`src/rtl/core/dtsp_pkg.sv`:
```
// ============================================================================
// dtsp_pkg
// Shared types, codes and helpers of the decimal token string parser.
// ============================================================================
package dtsp_pkg;

    // Register index of the configuration port
    localparam logic REG_TOKEN_MODE = 1'b0;

    // Token modes
    localparam logic MODE_SIGNED64   = 1'b0;
    localparam logic MODE_UNSIGNED128 = 1'b1;

    // Character codes
    localparam logic [7:0] CHAR_ZERO  = 8'h30;
    localparam logic [7:0] CHAR_NINE  = 8'h39;
    localparam logic [7:0] CHAR_MINUS = 8'h2D;
    localparam logic [7:0] CHAR_SPACE = 8'h20;
    localparam logic [7:0] CHAR_TAB   = 8'h09;
    localparam logic [7:0] CHAR_CR    = 8'h0D;

    // Bias added to the signed value in 64-bit mode
    localparam logic [63:0] OFFSET64 = 64'h7FFF_FFFF_FFFF_FFFF;

    // Parser phase, one-hot
    typedef enum logic [2:0] {
        PHASE_SKIP   = 3'b001,
        PHASE_DIGITS = 3'b010,
        PHASE_STOP   = 3'b100
    } phase_t;

    // One input item as held in the input register
    typedef struct packed {
        logic [7:0] ch;
        logic       ch_valid;
        logic       last;
    } item_t;

    // Finished raw token handed to the formatter
    typedef struct packed {
        logic [63:0] accum_hi;
        logic [63:0] accum_lo;
        logic        negative;
        logic        mode;
    } token_raw_t;

    function automatic logic is_blank(input logic [7:0] c);
        return (c == CHAR_SPACE) || ((c >= CHAR_TAB) && (c <= CHAR_CR));
    endfunction

    function automatic logic is_digit(input logic [7:0] c);
        return (c >= CHAR_ZERO) && (c <= CHAR_NINE);
    endfunction

endpackage

```
`src/rtl/core/dtsp_parse.sv`:
```
// ============================================================================
// dtsp_parse
// Character parser: skips white space, takes an optional minus, and
// accumulates decimal digits with a 128-bit shift-add multiply by ten.
// ============================================================================
module dtsp_parse (
    input  logic                 clk,
    input  logic                 rst_n,
    input  logic                 item_v,
    input  dtsp_pkg::item_t      item,
    input  logic                 token_mode,
    input  logic                 fmt_ready,
    output logic                 item_take,
    output logic                 raw_v,
    output dtsp_pkg::token_raw_t raw,
    output logic                 state_clear
);

    dtsp_pkg::phase_t     phase_reg, phase_next;
    logic                 negative_reg, negative_next;
    logic [127:0]         accum_reg, accum_next;
    logic                 raw_v_reg, raw_v_next;
    dtsp_pkg::token_raw_t raw_reg;

    logic                 raw_free;
    logic [127:0]         accum_mac;
    logic [3:0]           digit;
    dtsp_pkg::phase_t     phase_upd;
    logic                 negative_upd;
    logic [127:0]         accum_upd;

    // Take an item unless it ends a token and the raw slot is still full
    assign raw_free  = !raw_v_reg || fmt_ready;
    assign item_take = item_v && (!item.last || raw_free);

    // Multiply by ten and add the digit
    assign digit     = 4'(item.ch - dtsp_pkg::CHAR_ZERO);
    assign accum_mac = (accum_reg << 3) + (accum_reg << 1) + {124'd0, digit};

    // Per-character phase update
    always_comb
    begin
        phase_upd    = phase_reg;
        negative_upd = negative_reg;
        accum_upd    = accum_reg;
        if (item.ch_valid)
        begin
            case (phase_reg)
                dtsp_pkg::PHASE_SKIP:
                begin
                    if (!dtsp_pkg::is_blank(item.ch))
                    begin
                        if (token_mode == dtsp_pkg::MODE_SIGNED64 &&
                            item.ch == dtsp_pkg::CHAR_MINUS)
                        begin
                            phase_upd    = dtsp_pkg::PHASE_DIGITS;
                            negative_upd = 1'b1;
                        end
                        else if (dtsp_pkg::is_digit(item.ch))
                        begin
                            phase_upd = dtsp_pkg::PHASE_DIGITS;
                            accum_upd = accum_mac;
                        end
                        else
                        begin
                            phase_upd = dtsp_pkg::PHASE_STOP;
                        end
                    end
                end
                dtsp_pkg::PHASE_DIGITS:
                begin
                    if (dtsp_pkg::is_digit(item.ch))
                        accum_upd = accum_mac;
                    else
                        phase_upd = dtsp_pkg::PHASE_STOP;
                end
                default:
                begin
                    phase_upd = phase_reg;
                end
            endcase
        end
    end

    // Clear the state after the last item, otherwise advance it
    always_comb
    begin
        phase_next    = phase_reg;
        negative_next = negative_reg;
        accum_next    = accum_reg;
        raw_v_next    = raw_v_reg && !fmt_ready;
        if (item_take)
        begin
            if (item.last)
            begin
                phase_next    = dtsp_pkg::PHASE_SKIP;
                negative_next = 1'b0;
                accum_next    = '0;
                raw_v_next    = 1'b1;
            end
            else
            begin
                phase_next    = phase_upd;
                negative_next = negative_upd;
                accum_next    = accum_upd;
            end
        end
    end

    always_ff @(posedge clk or negedge rst_n)
    begin
        if (!rst_n)
        begin
            phase_reg    <= dtsp_pkg::PHASE_SKIP;
            negative_reg <= 1'b0;
            accum_reg    <= '0;
            raw_v_reg    <= 1'b0;
        end
        else
        begin
            phase_reg    <= phase_next;
            negative_reg <= negative_next;
            accum_reg    <= accum_next;
            raw_v_reg    <= raw_v_next;
        end
    end

    // Hold the finished token for the formatter
    always_ff @(posedge clk)
    begin
        if (item_take && item.last)
        begin
            raw_reg.accum_hi <= accum_upd[127:64];
            raw_reg.accum_lo <= accum_upd[63:0];
            raw_reg.negative <= negative_upd;
            raw_reg.mode     <= token_mode;
        end
    end

    assign raw_v       = raw_v_reg;
    assign raw         = raw_reg;
    assign state_clear = (phase_reg == dtsp_pkg::PHASE_SKIP) && !negative_reg &&
                         (accum_reg == '0);

endmodule

```
`src/rtl/core/dtsp_format.sv`:
```
// ============================================================================
// dtsp_format
// Token formatter: applies sign and offset in 64-bit mode and holds the
// result item in the output register.
// ============================================================================
module dtsp_format (
    input  logic                 clk,
    input  logic                 rst_n,
    input  logic                 raw_v,
    input  dtsp_pkg::token_raw_t raw,
    output logic                 raw_ready,
    output logic                 out_valid,
    input  logic                 out_ready,
    output logic [63:0]          token_hi,
    output logic [63:0]          token_lo
);

    logic        out_v_reg, out_v_next;
    logic [63:0] hi_reg, lo_reg;
    logic [63:0] hi_fmt, lo_fmt;
    logic        load;

    // Take a new token when the output register is empty or draining
    assign raw_ready = !out_v_reg || out_ready;
    assign load      = raw_v && raw_ready;

    // Negate and bias in 64-bit mode, pass through in 128-bit mode
    always_comb
    begin
        if (raw.mode == dtsp_pkg::MODE_UNSIGNED128)
        begin
            hi_fmt = raw.accum_hi;
            lo_fmt = raw.accum_lo;
        end
        else
        begin
            hi_fmt = '0;
            if (raw.negative)
                lo_fmt = dtsp_pkg::OFFSET64 - raw.accum_lo;
            else
                lo_fmt = raw.accum_lo + dtsp_pkg::OFFSET64;
        end
    end

    assign out_v_next = load || (out_v_reg && !out_ready);

    always_ff @(posedge clk or negedge rst_n)
    begin
        if (!rst_n)
            out_v_reg <= 1'b0;
        else
            out_v_reg <= out_v_next;
    end

    always_ff @(posedge clk)
    begin
        if (load)
        begin
            hi_reg <= hi_fmt;
            lo_reg <= lo_fmt;
        end
    end

    assign out_valid = out_v_reg;
    assign token_hi  = hi_reg;
    assign token_lo  = lo_reg;

endmodule

```
`src/rtl/core/decimal_token_string_parser_top.sv`:
```
// ============================================================================
// decimal_token_string_parser_top
// Parses a decimal token string, one character per item, into a 128-bit or
// offset 64-bit token.
// ============================================================================
// Usage:
//   Input stream s_*: s_tdata is one character byte, s_tuser flags that the
//   byte is a real character (low means end marker only), s_tlast ends the
//   string. Output stream m_*: one item per string, token_hi in
//   m_tdata[63:0] and token_lo in m_tdata[127:64].
//   The APB port holds token_mode at address 0 (0 = signed 64-bit with
//   offset, 1 = unsigned 128-bit); write it only while no string is open.
//   Throughput is one item per cycle unless an s_tlast item waits for the raw
//   slot. A token reaches m_tvalid via these registers in order: the item
//   with s_tlast sits in the input register, the parse stage with the 128-bit
//   multiply-by-ten accumulator loads the raw token slot, and the format
//   stage with the 64-bit sign and offset add loads the output register.
//   When the receiver stalls, the output register and the raw token slot
//   fill; characters that do not end a string still flow into the
//   accumulator, and s_tready drops only when an item with s_tlast waits
//   for the raw slot.
//   Reset clears every valid flag, the accumulator, the phase and
//   token_mode.
// ============================================================================
module decimal_token_string_parser_top (
    input  logic         clk,
    input  logic         rst_n,
    // input stream
    input  logic         s_tvalid,
    output logic         s_tready,
    input  logic [7:0]   s_tdata,   // [7:0] ch
    input  logic         s_tuser,   // [0] ch_valid
    input  logic         s_tlast,
    // output stream
    output logic         m_tvalid,
    input  logic         m_tready,
    output logic [127:0] m_tdata,   // [63:0] token_hi, [127:64] token_lo
    // configuration
    input  logic         psel,
    input  logic         penable,
    input  logic         pwrite,
    input  logic [2:0]   paddr,
    input  logic [31:0]  pwdata,
    output logic [31:0]  prdata,
    output logic         pready
);

    logic                 token_mode_reg, token_mode_next;
    logic                 cfg_write;
    logic                 in_v_reg, in_v_next;
    dtsp_pkg::item_t      in_reg;
    logic                 item_take;
    logic                 raw_v;
    dtsp_pkg::token_raw_t raw;
    logic                 raw_ready;
    logic                 state_clear;
    logic [63:0]          token_hi, token_lo;

    // Configuration register
    assign pready    = 1'b1;
    assign cfg_write = psel && penable && pwrite && pready &&
                       (paddr[2] == dtsp_pkg::REG_TOKEN_MODE);
    assign token_mode_next = cfg_write ? pwdata[0] : token_mode_reg;
    assign prdata = (paddr[2] == dtsp_pkg::REG_TOKEN_MODE) ?
                    {31'd0, token_mode_reg} : 32'd0;

    always_ff @(posedge clk or negedge rst_n)
    begin
        if (!rst_n)
            token_mode_reg <= dtsp_pkg::MODE_SIGNED64;
        else
            token_mode_reg <= token_mode_next;
    end

    // Input register
    assign s_tready  = !in_v_reg || item_take;
    assign in_v_next = (s_tvalid && s_tready) || (in_v_reg && !item_take);

    always_ff @(posedge clk or negedge rst_n)
    begin
        if (!rst_n)
            in_v_reg <= 1'b0;
        else
            in_v_reg <= in_v_next;
    end

    always_ff @(posedge clk)
    begin
        if (s_tvalid && s_tready)
        begin
            in_reg.ch       <= s_tdata;
            in_reg.ch_valid <= s_tuser;
            in_reg.last     <= s_tlast;
        end
    end

    // Parse stage
    dtsp_parse u_parse (
        .clk         (clk),
        .rst_n       (rst_n),
        .item_v      (in_v_reg),
        .item        (in_reg),
        .token_mode  (token_mode_reg),
        .fmt_ready   (raw_ready),
        .item_take   (item_take),
        .raw_v       (raw_v),
        .raw         (raw),
        .state_clear (state_clear)
    );

    // Format stage and output register
    dtsp_format u_format (
        .clk       (clk),
        .rst_n     (rst_n),
        .raw_v     (raw_v),
        .raw       (raw),
        .raw_ready (raw_ready),
        .out_valid (m_tvalid),
        .out_ready (m_tready),
        .token_hi  (token_hi),
        .token_lo  (token_lo)
    );

    assign m_tdata = {token_lo, token_hi};

    // State returns to reset after an item that ends a string
    a_clear_after_last: assert property (@(posedge clk) disable iff (!rst_n)
        item_take && in_reg.last |=> state_clear)
        else $error("parser state not cleared after last item");

    // Input stalls only behind a waiting last item and a full raw slot
    a_stall_cause: assert property (@(posedge clk) disable iff (!rst_n)
        !s_tready |-> in_v_reg && in_reg.last && raw_v && !raw_ready)
        else $error("input stalled without cause");

    // A 64-bit mode token carries a zero upper word
    a_hi_zero_mode0: assert property (@(posedge clk) disable iff (!rst_n)
        raw_v && raw_ready && (raw.mode == dtsp_pkg::MODE_SIGNED64)
        |=> m_tvalid && (m_tdata[63:0] == 64'd0))
        else $error("upper word not zero in 64-bit mode");

endmodule
```
`config.mk`:
```
export PLATFORM = sky130hd
export DESIGN_NAME = decimal_token_string_parser_top
export DESIGN_NICKNAME = d
export VERILOG_FILES = /design/src/rtl/core/dtsp_pkg.sv /design/src/rtl/core/dtsp_parse.sv /design/src/rtl/core/dtsp_format.sv /design/src/rtl/core/decimal_token_string_parser_top.sv
export SDC_FILE = /design/constraint.sdc
export NUM_CORES = 1
export LEC_CHECK = 0
export BUFFER_PORTS_ARGS = -buffer_cell sky130_fd_sc_hd__buf_4
export CAP_MARGIN = 0
export CORE_MARGIN = 3
export CORE_UTILIZATION = 30
export CTS_BUF_LIST = sky130_fd_sc_hd__clkbuf_8
export DETAILED_ROUTE_END_ITERATION = 8
export GPL_ROUTABILITY_DRIVEN = 0
export SLEW_MARGIN = 20
export SYNTH_ARGS = -nofsm -noshare
export SYNTH_HDL_FRONTEND = slang
export SYNTH_SLANG_ARGS = --single-unit
```
`constraint.sdc`:
```
create_clock -name clk -period 13.55 [get_ports clk]
set_input_delay 2.71 -clock clk [delete_from_list [all_inputs] [get_ports clk]]
set_output_delay 2.71 -clock clk [all_outputs]
set_load 0.1 [all_outputs]
```
==> reports/results.ini <==
[sta]
fin_skew_ns=0.0508
setup_viol=0
hold_violations=0
totalNegativeSetupSlack_ns=0
min_period_ns=6.40
drv_slew=0
hold_ws_ns=0.481
period_share=0.473
rsz0062_at_grt=false
fmax_ghz=0.156
tightestPinTransition_ns=1.20
slew_headroom=0.199

[synthesis]
synthFlopType=edfxtp_1
netlist_area_um2=28200
ys_top_cells_by_area=edfxtp_1 29%, dfrtp_1 12%, ha_1 11%
synth_top_area_share=0.286
netlist_instances=3031
syn_area_per_cell_um2=9.29
synth_commonest_cells=334 x nand2_1, 271 x a21oi_1, 268 x edfxtp_1
ys_seq_area_frac=0.407
synth_cell_types=85
ys_ff_latch=404
synth_edf_count=268
synth_warnings=0
synth_area_leader_cell=edfxtp_1
synth_most_common_cell=nand2_1
synthArstFlopShare=0.337

[die]
start_util=0.305
dieArea_um2=97600
dieWidth_um=312
die-height_um=312
rows=111
design.core.area_um2=92400
io_pins=215

[global_routing]
antenna_found_initial=1
grt_pass1_wl_mm=137
grt_pass1_vias=22853
grt-ovfl-total=0
grt_start_max_net_pins=69
grt_usage=0.178

[setup_path]
crit_type=in -> out
worstPathArrival_ns=3.69
r2r_cells=14
crit_path_start_kind=primary input
worst_setup_path_end_kind=primary output
r2r_end=u_parse.raw[106]
r2r_slack_ns=7.93
crit_fanout=5
worst_r2r_startpoint=in_reg[5]
required_ns=10.84

[clock_tree]
htree_levels=3
path_clk_slew_ns=0.07
cts_buffers=69
cts-hold-fix-buffers=0
clkLatencyLatePin_ns=0.69
clock-sinks=404
clockBufferDepth=3
post_cts_resized=0
cts_setup_buffers=0
cts_tree=yes
cts_root_buffer=clkbuf_8

[detailed_routing]
wl_met3_mm=6.27
drtIter0Drc=2334
top_layer=met4
routed_wl_mm=89.6
final_antenna_net_count=0
vias=24211
via_per_inst=5.48
dr_wl_met2_mm=40.4
wl_per_cell_um=20.3
route.detailed.drc=0
routedLengthMet1_mm=40.0
firstDrtPassIters=8

[finish]
stdcell_area_um2=31900
regArea_um2=11500
multiInputGateArea_um2=15800
fillerInstances=9432
largest_reg_flops=130
layout.nets=3421
post_layout_nonfiller_instances=4415
drive_above_1_share=0.104
area_growth_pct=13.3
fin_util=0.345

[hold_path]
holdPathEnd=u_parse.accum_reg[127]
hp-start=u_parse.accum_reg[127]
hold_path_depth=2
hold_class=reg -> reg

[place]
placed_area_um2=30400
place_hpwl_mm=67.5
io_buffers=149
dp_cells=4288

[pwr]
peakVddDrop_uv=57.5
power_density_nw_per_um2=110
p_leak_nw=13.5

[job]
drv_cap=0

[status]
status=complete, no violations

==> area by class of cell <==
cell class / count / area share
antenna: 1 / 0.0000784
clock buffer: 78 / 0.0336
tap: 1243 / 0.0487
sequential: 404 / 0.359
inverter: 59 / 0.00710
clock inverter: 48 / 0.0143
timing repair buffer: 182 / 0.0429
multi-input combinational: 2400 / 0.494
==> cells in the final DEF (no fill, tap or decap), drive strengths merged, types with 10 or more instances in the layout <==
cell type and count:
a211oi 19, a21boi 13, a21o 72, a21oi 274
a221oi 12, a22o 100, a22oi 12, a31oi 16
a32o 27, and2 78, and3 11, buf 182
clkbuf 78, clkinv 15, conb 32, dfrtp 135
edfxtp 268, ha 251, inv 80, nand2 334
nand2b 15, nand3 34, nand4 88, nor2 250
nor3 69, nor4 28, o21a 23, o21ai 239
o21bai 39, o31ai 28, or2 10, or3 21
or4 12, xnor2 96, xor2 84
==> power breakdown <==
| part | internal, mW | switching (mW) | leakage, nW | total, mW |
|---|---|---|---|---|
| clock | 0.704 | 0.529 | 0.841 | 1.23 |
| combinational | 0.156 | 0.646 | 8.14 | 0.802 |
| sequential | 1.43 | 0.0537 | 4.51 | 1.49 |
==> stage by stage <==
step | total power, mW | setup WS (ns)
floorplan | 2.12 | 4.47
global placement | 2.31 | 7.16
detailed placement | 2.31 | 7.18
CTS | 3.56 | 7.17
global route | 3.65 | 7.04
finish | 3.52 | 7.15
==> cell families after synthesis <==
| family | count (synthesis) | share of synthesized area |
|---|---|---|
| buffers and inverters | 257 | 0.0388 |
| muxes | 8 | 0.00298 |
| xor gates and xnor gates | 180 | 0.0560 |
| and+or+nand+nor | 982 | 0.166 |
| other | 2 | 0.000267 |
| DFF | 404 | 0.407 |
| adders and majority gates | 253 | 0.113 |
| AOI/OAI and AO/OA | 945 | 0.217 |
==> worst max-delay path: stages <==
cell,delay (ns)
buf_4,0.11
nor2b_1,0.36
nand4_1,0.22
buf_4,0.29
==> routing by layer <==
metal,up-vias,GRT usage
met5,-,0
met4,0,0.0632
met3,155,0.0276
met2,934,0.283
met1,11695,0.246
li1,11427,-
==> worst max path at each step <==
stage	startpoint	to	slack, ns	cells after the start
finish	m_tready	s_tready	7.15	4
global route	m_tready	s_tready	7.04	4
detailed placement	m_tready	s_tready	7.18	4
floorplan	m_tready	u_format.token_hi[0]	4.47	2
global placement	m_tready	s_tready	7.16	4
CTS	m_tready	s_tready	7.17	4
Power figures use the tool's default switching activity.
